--- src/hw/rtl/aeske_pkg.sv ---
// Types, constants and GF(2^8) helpers shared by the AES key expansion files.
package aeske_pkg;

    typedef struct packed {
        logic [63:0] key_word3;
        logic [63:0] key_word2;
        logic [63:0] key_word1;
        logic [63:0] key_word0;
        logic        decrypt_keys;
        logic [1:0]  func;
    } t_key_req;

    typedef struct packed {
        logic        last_key;
        logic [63:0] round_key_high;
        logic [63:0] round_key_low;
        logic [3:0]  round_index;
    } t_round_key;

    localparam logic [1:0] FUNC_AES128 = 2'd0;
    localparam logic [1:0] FUNC_AES192 = 2'd1;
    localparam logic [1:0] FUNC_AES256 = 2'd2;
    localparam logic [1:0] FUNC_NONE   = 2'd3;

    localparam logic [7:0] RCON_INIT = 8'h01;
    localparam logic [7:0] GF_POLY   = 8'h1b;

    localparam logic [7:0] SBOX [256] = '{
        8'h63,8'h7c,8'h77,8'h7b,8'hf2,8'h6b,8'h6f,8'hc5,8'h30,8'h01,8'h67,8'h2b,8'hfe,8'hd7,8'hab,8'h76,
        8'hca,8'h82,8'hc9,8'h7d,8'hfa,8'h59,8'h47,8'hf0,8'had,8'hd4,8'ha2,8'haf,8'h9c,8'ha4,8'h72,8'hc0,
        8'hb7,8'hfd,8'h93,8'h26,8'h36,8'h3f,8'hf7,8'hcc,8'h34,8'ha5,8'he5,8'hf1,8'h71,8'hd8,8'h31,8'h15,
        8'h04,8'hc7,8'h23,8'hc3,8'h18,8'h96,8'h05,8'h9a,8'h07,8'h12,8'h80,8'he2,8'heb,8'h27,8'hb2,8'h75,
        8'h09,8'h83,8'h2c,8'h1a,8'h1b,8'h6e,8'h5a,8'ha0,8'h52,8'h3b,8'hd6,8'hb3,8'h29,8'he3,8'h2f,8'h84,
        8'h53,8'hd1,8'h00,8'hed,8'h20,8'hfc,8'hb1,8'h5b,8'h6a,8'hcb,8'hbe,8'h39,8'h4a,8'h4c,8'h58,8'hcf,
        8'hd0,8'hef,8'haa,8'hfb,8'h43,8'h4d,8'h33,8'h85,8'h45,8'hf9,8'h02,8'h7f,8'h50,8'h3c,8'h9f,8'ha8,
        8'h51,8'ha3,8'h40,8'h8f,8'h92,8'h9d,8'h38,8'hf5,8'hbc,8'hb6,8'hda,8'h21,8'h10,8'hff,8'hf3,8'hd2,
        8'hcd,8'h0c,8'h13,8'hec,8'h5f,8'h97,8'h44,8'h17,8'hc4,8'ha7,8'h7e,8'h3d,8'h64,8'h5d,8'h19,8'h73,
        8'h60,8'h81,8'h4f,8'hdc,8'h22,8'h2a,8'h90,8'h88,8'h46,8'hee,8'hb8,8'h14,8'hde,8'h5e,8'h0b,8'hdb,
        8'he0,8'h32,8'h3a,8'h0a,8'h49,8'h06,8'h24,8'h5c,8'hc2,8'hd3,8'hac,8'h62,8'h91,8'h95,8'he4,8'h79,
        8'he7,8'hc8,8'h37,8'h6d,8'h8d,8'hd5,8'h4e,8'ha9,8'h6c,8'h56,8'hf4,8'hea,8'h65,8'h7a,8'hae,8'h08,
        8'hba,8'h78,8'h25,8'h2e,8'h1c,8'ha6,8'hb4,8'hc6,8'he8,8'hdd,8'h74,8'h1f,8'h4b,8'hbd,8'h8b,8'h8a,
        8'h70,8'h3e,8'hb5,8'h66,8'h48,8'h03,8'hf6,8'h0e,8'h61,8'h35,8'h57,8'hb9,8'h86,8'hc1,8'h1d,8'h9e,
        8'he1,8'hf8,8'h98,8'h11,8'h69,8'hd9,8'h8e,8'h94,8'h9b,8'h1e,8'h87,8'he9,8'hce,8'h55,8'h28,8'hdf,
        8'h8c,8'ha1,8'h89,8'h0d,8'hbf,8'he6,8'h42,8'h68,8'h41,8'h99,8'h2d,8'h0f,8'hb0,8'h54,8'hbb,8'h16
    };

    function automatic logic [7:0] xtime(input logic [7:0] a);
        xtime = {a[6:0], 1'b0} ^ (a[7] ? GF_POLY : 8'h00);
    endfunction

    function automatic logic [31:0] sub_word(input logic [31:0] w);
        sub_word = {SBOX[w[31:24]], SBOX[w[23:16]], SBOX[w[15:8]], SBOX[w[7:0]]};
    endfunction

    function automatic logic [31:0] inv_mix_word(input logic [31:0] w);
        logic [7:0] a [4];
        logic [7:0] x2 [4];
        logic [7:0] x4 [4];
        logic [7:0] x8 [4];
        logic [7:0] m9 [4];
        logic [7:0] mb [4];
        logic [7:0] md [4];
        logic [7:0] me [4];
        for (int j = 0; j < 4; j++) begin
            a[j]  = w[8*j +: 8];
            x2[j] = xtime(a[j]);
            x4[j] = xtime(x2[j]);
            x8[j] = xtime(x4[j]);
            m9[j] = x8[j] ^ a[j];
            mb[j] = x8[j] ^ x2[j] ^ a[j];
            md[j] = x8[j] ^ x4[j] ^ a[j];
            me[j] = x8[j] ^ x4[j] ^ x2[j];
        end
        inv_mix_word = {mb[0] ^ md[1] ^ m9[2] ^ me[3],
                        md[0] ^ m9[1] ^ me[2] ^ mb[3],
                        m9[0] ^ me[1] ^ mb[2] ^ md[3],
                        me[0] ^ mb[1] ^ md[2] ^ m9[3]};
    endfunction

endpackage

--- src/hw/rtl/aeske_word_unit.sv ---
// Shared key-schedule word unit: one new schedule word from its two source words.
module aeske_word_unit (
    input  logic [31:0] i_prev,
    input  logic [31:0] i_back,
    input  logic [7:0]  i_rcon,
    input  logic        i_rot_sub,
    input  logic        i_sub,
    output logic [31:0] o_word
);
    logic [31:0] w_t;

    always_comb begin
        priority if (i_rot_sub) begin
            w_t = aeske_pkg::sub_word({i_prev[7:0], i_prev[31:8]}) ^ {24'h0, i_rcon};
        end else if (i_sub) begin
            w_t = aeske_pkg::sub_word(i_prev);
        end else begin
            w_t = i_prev;
        end
    end

    assign o_word = i_back ^ w_t;
endmodule

--- src/hw/rtl/aeske_imix_unit.sv ---
// InvMixColumns over the four columns of one round key, bypassed when not selected.
module aeske_imix_unit (
    input  logic [127:0] i_key,
    input  logic         i_apply,
    output logic [127:0] o_key
);
    always_comb begin
        for (int j = 0; j < 4; j++) begin
            o_key[32*j +: 32] = i_apply ? aeske_pkg::inv_mix_word(i_key[32*j +: 32])
                                        : i_key[32*j +: 32];
        end
    end
endmodule

--- src/hw/rtl/aes_key_expansion.sv ---
// AES key expansion top level: sequencer, word window and output register.
// A request with selector 0, 1 or 2 (128, 192 or 256-bit key) is expanded one schedule
// word per cycle through the shared word unit, unless a waiting round key holds it. The
// first Nk words come straight from the key and the rest from the unit, so 4*(Nr+1)
// words are produced (44, 52 or 60). A round key is complete every fourth word. A
// finished round key holds the sequencer while the previous one is still waiting. The
// block is not ready from the accepting edge until the last round key has been taken,
// so the next request is accepted in the cycle after that at the earliest. A selector
// of 3 is accepted and dropped without results.
module aes_key_expansion (
    input  logic                   i_clk,
    input  logic                   i_rst_n,
    input  logic                   i_valid,
    output logic                   o_ready,
    input  aeske_pkg::t_key_req    i_data,
    output logic                   o_valid,
    input  logic                   i_ready,
    output aeske_pkg::t_round_key  o_data
);
    logic [31:0] r_win [8];
    logic [31:0] n_win [8];
    logic [31:0] r_kbuf [8];
    logic        r_busy, n_busy;
    logic [5:0]  r_idx, n_idx;
    logic [3:0]  r_round, n_round;
    logic [7:0]  r_rcon, n_rcon;
    logic [2:0]  r_nk;
    logic [3:0]  r_nr;
    logic        r_dec;
    logic [2:0]  r_pos, n_pos;
    logic [1:0]  r_fill, n_fill;
    logic [95:0] r_rk, n_rk;
    logic        r_ovalid, n_ovalid;
    aeske_pkg::t_round_key r_odata, n_odata;

    logic [31:0]  w_new;
    logic [31:0]  w_back;
    logic [31:0]  w_word;
    logic [127:0] w_mixed;
    logic         w_step;
    logic         w_from_key;
    logic         w_accept;

    // window holds last 8 words, r_win[7] newest; Nk of eight is kept as zero
    assign w_back     = r_win[3'd0 - r_nk];
    assign w_from_key = r_idx < ((r_nk == 3'd0) ? 6'd8 : {3'd0, r_nk});
    assign w_word     = w_from_key ? r_kbuf[r_idx[2:0]] : w_new;
    assign w_step     = r_busy && (!r_ovalid || i_ready || r_fill != 2'd3);

    aeske_word_unit u_word (
        .i_prev    (r_win[7]),
        .i_back    (w_back),
        .i_rcon    (r_rcon),
        .i_rot_sub (!w_from_key && r_pos == 3'd0),
        .i_sub     (r_nk == 3'd0 && r_pos == 3'd4),
        .o_word    (w_new)
    );

    aeske_imix_unit u_imix (
        .i_key   ({w_word, r_rk}),
        .i_apply (r_dec && r_round != 4'd0 && r_round != r_nr),
        .o_key   (w_mixed)
    );

    assign o_ready  = !r_busy && !r_ovalid;
    assign o_valid  = r_ovalid;
    assign o_data   = r_odata;
    assign w_accept = i_valid && o_ready;

    always_comb begin
        n_win    = r_win;
        n_busy   = r_busy;
        n_idx    = r_idx;
        n_round  = r_round;
        n_rcon   = r_rcon;
        n_pos    = r_pos;
        n_fill   = r_fill;
        n_rk     = r_rk;
        n_ovalid = r_ovalid && !i_ready;
        n_odata  = r_odata;
        if (w_step) begin
            for (int i = 0; i < 7; i++) begin
                n_win[i] = r_win[i + 1];
            end
            n_win[7] = w_word;
            if (!w_from_key && r_pos == 3'd0) begin
                n_rcon = aeske_pkg::xtime(r_rcon);
            end
            n_pos  = (r_pos == r_nk - 3'd1) ? 3'd0 : r_pos + 3'd1;
            n_fill = r_fill + 2'd1;
            n_idx  = r_idx + 6'd1;
            unique case (r_fill)
                2'd0: n_rk[31:0]  = w_word;
                2'd1: n_rk[63:32] = w_word;
                2'd2: n_rk[95:64] = w_word;
                2'd3: begin
                    n_ovalid = 1'b1;
                    n_odata.round_index    = r_round;
                    n_odata.round_key_low  = w_mixed[63:0];
                    n_odata.round_key_high = w_mixed[127:64];
                    n_odata.last_key       = (r_round == r_nr);
                    n_round = r_round + 4'd1;
                    if (r_round == r_nr) begin
                        n_busy  = 1'b0;
                        n_round = 4'd0;
                        n_rcon  = aeske_pkg::RCON_INIT;
                    end
                end
            endcase
        end
    end

    always_ff @(posedge i_clk) begin
        if (!i_rst_n) begin
            r_busy   <= 1'b0;
            r_ovalid <= 1'b0;
            r_round  <= 4'd0;
            r_rcon   <= aeske_pkg::RCON_INIT;
            r_idx    <= 6'd0;
            r_pos    <= 3'd0;
            r_fill   <= 2'd0;
            r_nk     <= 3'd4;
            r_nr     <= 4'd10;
            r_dec    <= 1'b0;
            r_rk     <= '0;
            r_odata  <= '0;
            for (int i = 0; i < 8; i++) begin
                r_win[i]  <= 32'h0;
                r_kbuf[i] <= 32'h0;
            end
        end else if (w_accept && i_data.func != aeske_pkg::FUNC_NONE) begin
            r_busy    <= 1'b1;
            r_dec     <= i_data.decrypt_keys;
            r_rcon    <= aeske_pkg::RCON_INIT;
            r_idx     <= 6'd0;
            r_pos     <= 3'd0;
            r_fill    <= 2'd0;
            r_round   <= 4'd0;
            r_kbuf[0] <= i_data.key_word0[31:0];
            r_kbuf[1] <= i_data.key_word0[63:32];
            r_kbuf[2] <= i_data.key_word1[31:0];
            r_kbuf[3] <= i_data.key_word1[63:32];
            r_kbuf[4] <= i_data.key_word2[31:0];
            r_kbuf[5] <= i_data.key_word2[63:32];
            r_kbuf[6] <= i_data.key_word3[31:0];
            r_kbuf[7] <= i_data.key_word3[63:32];
            unique case (i_data.func)
                aeske_pkg::FUNC_AES128: begin r_nk <= 3'd4; r_nr <= 4'd10; end
                aeske_pkg::FUNC_AES192: begin r_nk <= 3'd6; r_nr <= 4'd12; end
                default:                begin r_nk <= 3'd0; r_nr <= 4'd14; end
            endcase
        end else begin
            r_ovalid <= n_ovalid;
            r_busy   <= n_busy;
            r_round  <= n_round;
            r_rcon   <= n_rcon;
            r_idx    <= n_idx;
            r_pos    <= n_pos;
            r_fill   <= n_fill;
            r_rk     <= n_rk;
            r_odata  <= n_odata;
            r_win    <= n_win;
        end
    end
endmodule

--- config.mk ---
export PLATFORM = sky130hd
export DESIGN_NAME = aes_key_expansion
export DESIGN_NICKNAME = d
export VERILOG_FILES = /design/src/hw/rtl/aeske_pkg.sv /design/src/hw/rtl/aeske_word_unit.sv /design/src/hw/rtl/aeske_imix_unit.sv /design/src/hw/rtl/aes_key_expansion.sv
export SDC_FILE = /design/constraint.sdc
export NUM_CORES = 2
export LEC_CHECK = 0
export ABC_CLOCK_PERIOD_IN_PS = 12650
export BUFFER_PORTS_ARGS = -buffer_cell sky130_fd_sc_hd__clkbuf_2
export CAP_MARGIN = 0
export CORE_ASPECT_RATIO = 1.1
export CORE_MARGIN = 2
export CORE_UTILIZATION = 55
export CTS_BUF_LIST = sky130_fd_sc_hd__clkbuf_16
export DETAILED_ROUTE_END_ITERATION = 10
export HOLD_SLACK_MARGIN = 0.03
export PLACE_DENSITY = 0.74
export SLEW_MARGIN = 20
export SYNTH_ARGS = -nofsm -noshare
export SYNTH_HDL_FRONTEND = slang
export SYNTH_SLANG_ARGS = --single-unit
--- constraint.sdc ---
create_clock -name i_clk -period 12.65 [get_ports i_clk]
set_clock_uncertainty 0.15 [all_clocks]
set_input_delay 2.53 -clock i_clk [delete_from_list [all_inputs] [get_ports i_clk]]
set_output_delay 2.53 -clock i_clk [all_outputs]
set_load 0.05 [all_outputs]
Word level (Yosys, flattened, before mapping)
Memory sizes are Yosys's and may differ from the RTL's. A register that Yosys moved wholly into a read port is not among the register bits. Index checks and enable logic that the tools add are counted.

Add/subtract/negate cells: 6. Multiply operators: 0. Divide/modulo/power cells: 0. $lt $le $gt $ge: 6. Equality and inequality tests: 10. Shifts and indexed selects: 0. Multiplexer cells: 95. Bitwise logic cells: 210. Reductions and logical operators: 31.

Operator list (number): bitwise XOR 8 bit (192); two-way mux 32 bit (17); two-way mux 5 bit (49); binary-select mux 32 bit (select 3 bit) (1); two-way mux 8 bit (11); greater-or-equal comparator 9 bit (second input constant) (4); NOT 8 -> 9 bit (4); bitwise XOR 32 bit (1); bitwise XOR 32 x 8 -> 32 bit (1); AND reduction 3 bit (5); case mux 3 bit (2 select lines) (2); two-way mux 1 bit (10); logical AND 1 bit (9); two-way mux 3 bit (3); two-way mux 4 bit (2); OR 1 bit (8); bitwise XOR 8 x 5 -> 8 bit (1); adder 6 x 1 -> 6 bit (second input constant) (1); zero test 3 bit (2); < comparator 6 x 4 -> 1 bit (1); nonzero test 2 bit (3); adder 4 x 1 -> 4 bit (second input constant) (1); equality test 2 x 1 -> 1 bit (second input constant) (2); equality test 2 bit (second input constant) (2); 18 further kinds (26).

Register bits after elaboration: 518. Bits in latches: 0. RAM bits: 256. Bits in read-only memories: 8192. Input port bits: 263. Output and inout port bits: 135. Word-level logic and storage cells: 388. Memories kept: 5.

Memories: (no name shown) (words 256, bits a word 8, rd ports 1, clocked after Yosys merged registers in 0, write ports 0, RTL line aeske_pkg.sv:52) `sub_word = {SBOX[w[31:24]], SBOX[w[23:16]], SBOX[w[15:8]], SBOX[w[7:0]]};`; (no name shown) (words 256, bits a word 8, rd ports 1, clocked after Yosys merged registers in 0, write ports 0, RTL line aeske_pkg.sv:52); (no name shown) (words 256, bits a word 8, rd ports 1, clocked after Yosys merged registers in 0, write ports 0, RTL line aeske_pkg.sv:52); (no name shown) (words 256, bits a word 8, rd ports 1, clocked after Yosys merged registers in 0, write ports 0, RTL line aeske_pkg.sv:52); r_kbuf (words 8, bits a word 32, rd ports 1, clocked after Yosys merged registers in 1, write ports 8, RTL line aes_key_expansion.sv:22) `logic [31:0] r_kbuf [8];`.

Logic depth before layout (Yosys ltp)
Word-level depth: 20. Mapped depth: 26. Gate-level depth less buffers: 18.

Cells and area by module
A second synthesis with hierarchy kept.

Cells, all modules: 6321. Area, all modules: 56216.4 sq um.

By module, submodules not included: aes_key_expansion (times used 1, cells each 3008, area each 31715.4 sq um, sequential area each 18057.3 sq um); aeske_word_unit (times used 1, cells each 2276, area each 14741.6 sq um, sequential area each 0.0 sq um); aeske_imix_unit (times used 1, cells each 1037, area each 9759.4 sq um, sequential area each 0.0 sq um).

Least setup slack after synthesis
Ideal clock, no wire load.

Kind: input port to flip-flop. Start: input i_valid. End: register with a tool-made name. Setup time: 0.483 ns. Data arrival time: 10.598 ns. Data required time: 12.017 ns. Slack: 1.418 ns. Stages: 6. Buffers on the path: 2. Cells stage by stage: nand2_1 > a21oi_1 > nand2b_1 > clkbuf_1 > clkbuf_1 > nor2_1.

RTL lines: start: declaration (RTL line aes_key_expansion.sv:13) `input logic i_valid,`.

Worst setup path after layout
Start: register r_win[0] in the netlist's numbering. End: register r_odata, in the netlist o_data[104].

Longest elaborated chain between the ends: 18. Elaborated cells between the ends (all ways): 27.

Ends and longest elaborated chain: start: declaration (RTL line aes_key_expansion.sv:20) `logic [31:0] r_win [8];`; start signal: assignment (RTL line aes_key_expansion.sv:162) `r_win <= n_win;`; NOT 8 -> 9 bit (implied by the code) * (RTL line aeske_pkg.sv:52); memory read (256 x 8 bit) *; two-way mux 8 bit (implied by the code) * (2 in a row) (RTL line aeske_pkg.sv:52); two-way mux 32 bit (RTL line aeske_word_unit.sv:15) `end else if (i_sub) begin`; two-way mux 32 bit * (RTL line aeske_word_unit.sv:13) `priority if (i_rot_sub) begin`; bitwise XOR 32 bit * (RTL line aeske_word_unit.sv:22) `assign o_word = i_back ^ w_t;`; two-way mux 32 bit * (RTL line aes_key_expansion.sv:47) `assign w_word = w_from_key ? r_kbuf[r_idx[2:0]] : w_new;`; bitwise XOR 8 bit (RTL line aeske_pkg.sv:48) `xtime = {a[6:0], 1'b0} ^ (a[7] ? GF_POLY : 8'h00);`; two-way mux 5 bit or bitwise XOR 8 bit (tied branches) (RTL line aeske_pkg.sv:48); bitwise XOR 8 bit or two-way mux 5 bit (tied branches) (RTL line aeske_pkg.sv:48); bitwise XOR 8 bit (RTL line aeske_pkg.sv:48); bitwise XOR 8 bit (2 in a row) (RTL line aeske_pkg.sv:72) `me[j] = x8[j] ^ x4[j] ^ x2[j];`; bitwise XOR 8 bit (3 in a row) (RTL line aeske_pkg.sv:77) `me[0] ^ mb[1] ^ md[2] ^ m9[3]};`; two-way mux 32 bit * (RTL line aeske_imix_unit.sv:9) `o_key[32*j +: 32] = i_apply ? aeske_pkg::inv_mix_word(i_key[32*j +: 32])`; end signal: assignment (RTL line aes_key_expansion.sv:161) `r_odata <= n_odata;`; end: declaration (RTL line aes_key_expansion.sv:34) `aeske_pkg::t_round_key r_odata, n_odata;`.

Mark *: on every way between the ends. The rest lies on a longest branch, timed or not. The select of a mux whose other input is x is not followed. A chain may end at the register's enable or synchronous reset.

==> reports/summary.log <==
INFO  pwr            netSwitchingPower=3.36mW
INFO  yosys          postSynthRegisterBits=774
INFO  clocking       cts-hold-fix-buffers=0
INFO  grt            grt_remaining_overflow=0
INFO  yosys          syn-cell-area=55000um^2
INFO  cells_and_area utilization=59.8%
INFO  placed_design  finalWeightedCongestion=1.02
INFO  sta            min_tclk_post_route=7.04ns
INFO  sta            report.final.setup_viol=0
INFO  floorplanning  floorplan.core_area=99000um^2
INFO  yosys          synthDominantAreaCellType=sky130_fd_sc_hd__dfxtp_1
INFO  floorplanning  fp.dieH=336um
INFO  cells_and_area mostFrequentLayoutCells=970 x sky130_fd_sc_hd__nand2_1, 644 x sky130_fd_sc_hd__xnor2_1, 499 x sky130_fd_sc_hd__dfxtp_1
INFO  cells_and_area most_frequent_standard_cell_in_the_layout_excluding_fill_and_tap_cells=sky130_fd_sc_hd__nand2_1
INFO  min_path       holdCritPathClass=reg2reg
INFO  critical_path  start_kind=flop
INFO  grt            grt_start_max_net_pins=214
INFO  placed_design  hpwl=143000um
INFO  grt            vias_in_the_first_global_route=47.3k
INFO  pwr            combinationalPowerShare=41.3%
INFO  yosys          netlist-cell-type-count=114
INFO  placed_design  numPortBuffers=397
INFO  critical_path  crit_type=reg2reg
INFO  pwr            cell_internal_pwr=5.48mW
INFO  placed_design  detailed_place.area=56500um^2
INFO  pwr            total_power=8.84mW
INFO  clocking       ctsResizeCount=0
INFO  clocking       clk_pin_slew=0.06ns
INFO  cells_and_area filler_cell_count=8791
INFO  clocking       cts-buffers-inserted=83
INFO  run_status     status=finished clean
INFO  routing        remaining_drc_errors=0
INFO  critical_path  timing.critical_path.arrival=7.47ns
INFO  yosys          async_flop_share=0%
INFO  routing        avgRoutedWirePerCell=26.6um
INFO  sta            drv_slew=0
INFO  cells_and_area finalInstanceArea=59200um^2
INFO  pwr            powerDensity=149nW/um^2
INFO  yosys          synthesis.instances=6505
INFO  floorplanning  dieWidth=306um
INFO  grt            grt_first_pass_wirelength=305000um
INFO  routing        drt_first_iter_violations=8028
INFO  sta            slew_headroom=7.06%
INFO  routing        postRouteAntennaNets=0
INFO  pwr            power_frac_clock=26.8%
INFO  pwr            vdd.ir_drop.worst=0.133mV
INFO  routing        drt_pre_antenna_iters=9
INFO  clocking       cts_root_buffer=sky130_fd_sc_hd__clkbuf_16
INFO  yosys          yosysSeqAreaShare=32.8%
INFO  yosys          synth_top_cells_by_area=sky130_fd_sc_hd__dfxtp_1 19%, sky130_fd_sc_hd__edfxtp_1 14%, sky130_fd_sc_hd__xnor2_1 10%
INFO  yosys          synth_area_per_cell=8.46um^2
INFO  sta            tightest_slew=1.39ns
INFO  cells_and_area share_of_layout_cells_above_drive_strength_1=13.6%
INFO  clocking       cts_tree=built
INFO  flow_run       drv.max_cap_violation_count=0
INFO  yosys          ys.flop_type=sky130_fd_sc_hd__dfxtp_1
INFO  critical_path  critical_path.max_fanout=35
INFO  clocking       cts_max_level=3
INFO  clocking       cts_max_path_buffers=3
INFO  sta            achievable-frequency=0.142GHz
INFO  sta            final_hold_viol_count=0
INFO  critical_path  critical_path.endpoint_type=flop
INFO  clocking       clkLatencyLatePin=0.68ns
INFO  yosys          synth.net_count=6840
INFO  yosys          synth_enable_flop_cells=256
INFO  sta            grt_setup_unrepaired=false
INFO  floorplanning  design.die.area=103000um^2
INFO  sta            min_period_over_period=55.7%
INFO  clocking       post-cts-setup-buffers=0
INFO  sta            setup_total_negative_slack=0ns
INFO  yosys          yosysTopAreaCellShare=18.9%
INFO  floorplanning  rows=121
INFO  clocking       cts.sink_count=774
INFO  routing        route.vias.total=51.7k
INFO  pwr            netSwitchingFraction=38.0%
INFO  pwr            power.static_leakage=21.2nW
INFO  routing        routed_wirelength=207000um
INFO  grt            groute.usage.overall=38.7%
INFO  routing        vias_per_cell=6.66
INFO  critical_path  critical_path_required=13.07ns
INFO  grt            grt_antenna_before_repair=21
INFO  yosys          synth.yosys.warnings=0
INFO  pwr            pwr-share-seq=31.9%
INFO  floorplanning  initial_core_util=55.6%
INFO  cells_and_area fin_nets=6737
INFO  floorplanning  design.portCount=398
INFO  cells_and_area syn2layout_area_growth=7.56%
-- sequential cells by signal, indices dropped and copies added, names as in the netlist, 3 cells and up, named ones only --
name,count
r_kbuf,256
r_win,256
o_data,133
r_rk,96
r_rcon,8
r_idx,6
r_round,4
r_pos,3
-- metal layers --
| metal | global-route usage [%] | vias to the layer above | wire length [um] | share of wire [%] |
|---|---|---|---|---|
| met5 | 0 | - | 120 | 0.058 |
| met4 | 21.2 | 18 | 12700 | 6.1 |
| met3 | 8.56 | 699 | 23200 | 11 |
| met2 | 58.7 | 3454 | 91600 | 44 |
| met1 | 51.3 | 24600 | 79500 | 38 |
| li1 | - | 22900 | - | - |
-- worst max-delay path, stage by stage (launching register included) --
cell                       delay [ns]
sky130_fd_sc_hd__dfxtp_1         0.30
sky130_fd_sc_hd__buf_4           0.40
sky130_fd_sc_hd__clkinv_1        0.53
sky130_fd_sc_hd__ha_1            0.91
sky130_fd_sc_hd__nor2b_1         0.42
sky130_fd_sc_hd__a211oi_1        0.09
sky130_fd_sc_hd__a31oi_1         0.19
sky130_fd_sc_hd__a221oi_1        0.11
sky130_fd_sc_hd__nor4_1          0.81
sky130_fd_sc_hd__nor2_1          0.31
sky130_fd_sc_hd__xor2_1          0.27
sky130_fd_sc_hd__a221oi_4        0.72
sky130_fd_sc_hd__xor2_2          0.34
sky130_fd_sc_hd__xnor3_1         0.45
sky130_fd_sc_hd__xnor3_2         0.43
sky130_fd_sc_hd__xnor2_1         0.16
sky130_fd_sc_hd__xor2_1          0.15
sky130_fd_sc_hd__a22o_1          0.19
-- kinds of logic after synthesis --
| group | Yosys count | synth area share, % |
|---|---|---|
| flip-flops | 774 | 32.8 |
| buffers and inverters | 741 | 5.85 |
| adder cells (fa/ha/maj) | 72 | 1.64 |
| AND/OR/NAND/NOR | 2344 | 20.2 |
| multiplexers | 200 | 6.44 |
| AO/OA/AOI/OAI | 1497 | 18.7 |
| XOR/XNOR | 877 | 14.3 |
-- cell usage after synthesis, types with 92 or more instances --
cell / number
sky130_fd_sc_hd__a21oi_1: 486
sky130_fd_sc_hd__a311oi_1: 130
sky130_fd_sc_hd__edfxtp_1: 256
sky130_fd_sc_hd__buf_2: 139
sky130_fd_sc_hd__nand2_1: 972
sky130_fd_sc_hd__dfxtp_1: 518
sky130_fd_sc_hd__and2_1: 93
sky130_fd_sc_hd__and3_1: 225
sky130_fd_sc_hd__o21ai_0: 178
sky130_fd_sc_hd__a211oi_1: 100
sky130_fd_sc_hd__xor2_1: 213
sky130_fd_sc_hd__nor2b_1: 92
sky130_fd_sc_hd__xnor2_1: 644
sky130_fd_sc_hd__nor2_1: 450
sky130_fd_sc_hd__nor3_1: 98
sky130_fd_sc_hd__nand2b_1: 119
sky130_fd_sc_hd__clkbuf_1: 446
sky130_fd_sc_hd__mux4_2: 121
-- through the flow --
step / setup WS (ns) / hold WS, ns / instances
6_report: 5.61 / 0.298 / 7772
5_1_grt: 5.49 / 0.309 / 7771
4_1_cts: 6.12 / 0.297 / 7758
3_5_place_dp: 6.09 / 0.292 / 7607
3_3_place_gp: 6.26 / 0.284 / 7607
2_1_floorplan: 1.42 / 0.282 / 6505
-- power groups by stage --
stage | Combinational (mW) | Clock (mW) | Sequential, mW
floorplan | 2.76 | 0 | 2.78
global placement | 3.53 | 0 | 2.86
detailed placement | 3.53 | 0 | 2.86
CTS | 3.54 | 2.39 | 2.81
global route | 3.82 | 2.49 | 2.83
finish | 3.65 | 2.37 | 2.82
-- worst paths after layout --
path / slack, ns / cells past startpoint / from / endpoint
worst min register to register: 0.30 / 2 / r_win[139] / r_win[171]
worst max-delay path: 5.61 / 17 / r_win[0] / o_data[104]
worst min-delay path: 0.30 / 2 / r_win[139] / r_win[171]
worst max register to register: 5.61 / 17 / r_win[0] / o_data[104]
-- area by class of cell --
cell class | count | area, um^2 | area share (%)
Antenna cell | 13 | 32.5 | 0.0550
Timing Repair Buffer | 493 | 2750 | 4.65
Sequential cell | 774 | 18100 | 30.6
Inverter | 60 | 233 | 0.393
Multi-Input combinational cell | 4990 | 33800 | 57.2
Clock buffer | 86 | 2150 | 3.64
Clock inverter | 65 | 462 | 0.780
Tap cell | 1291 | 1620 | 2.73
Power figures use the tool's default switching activity.
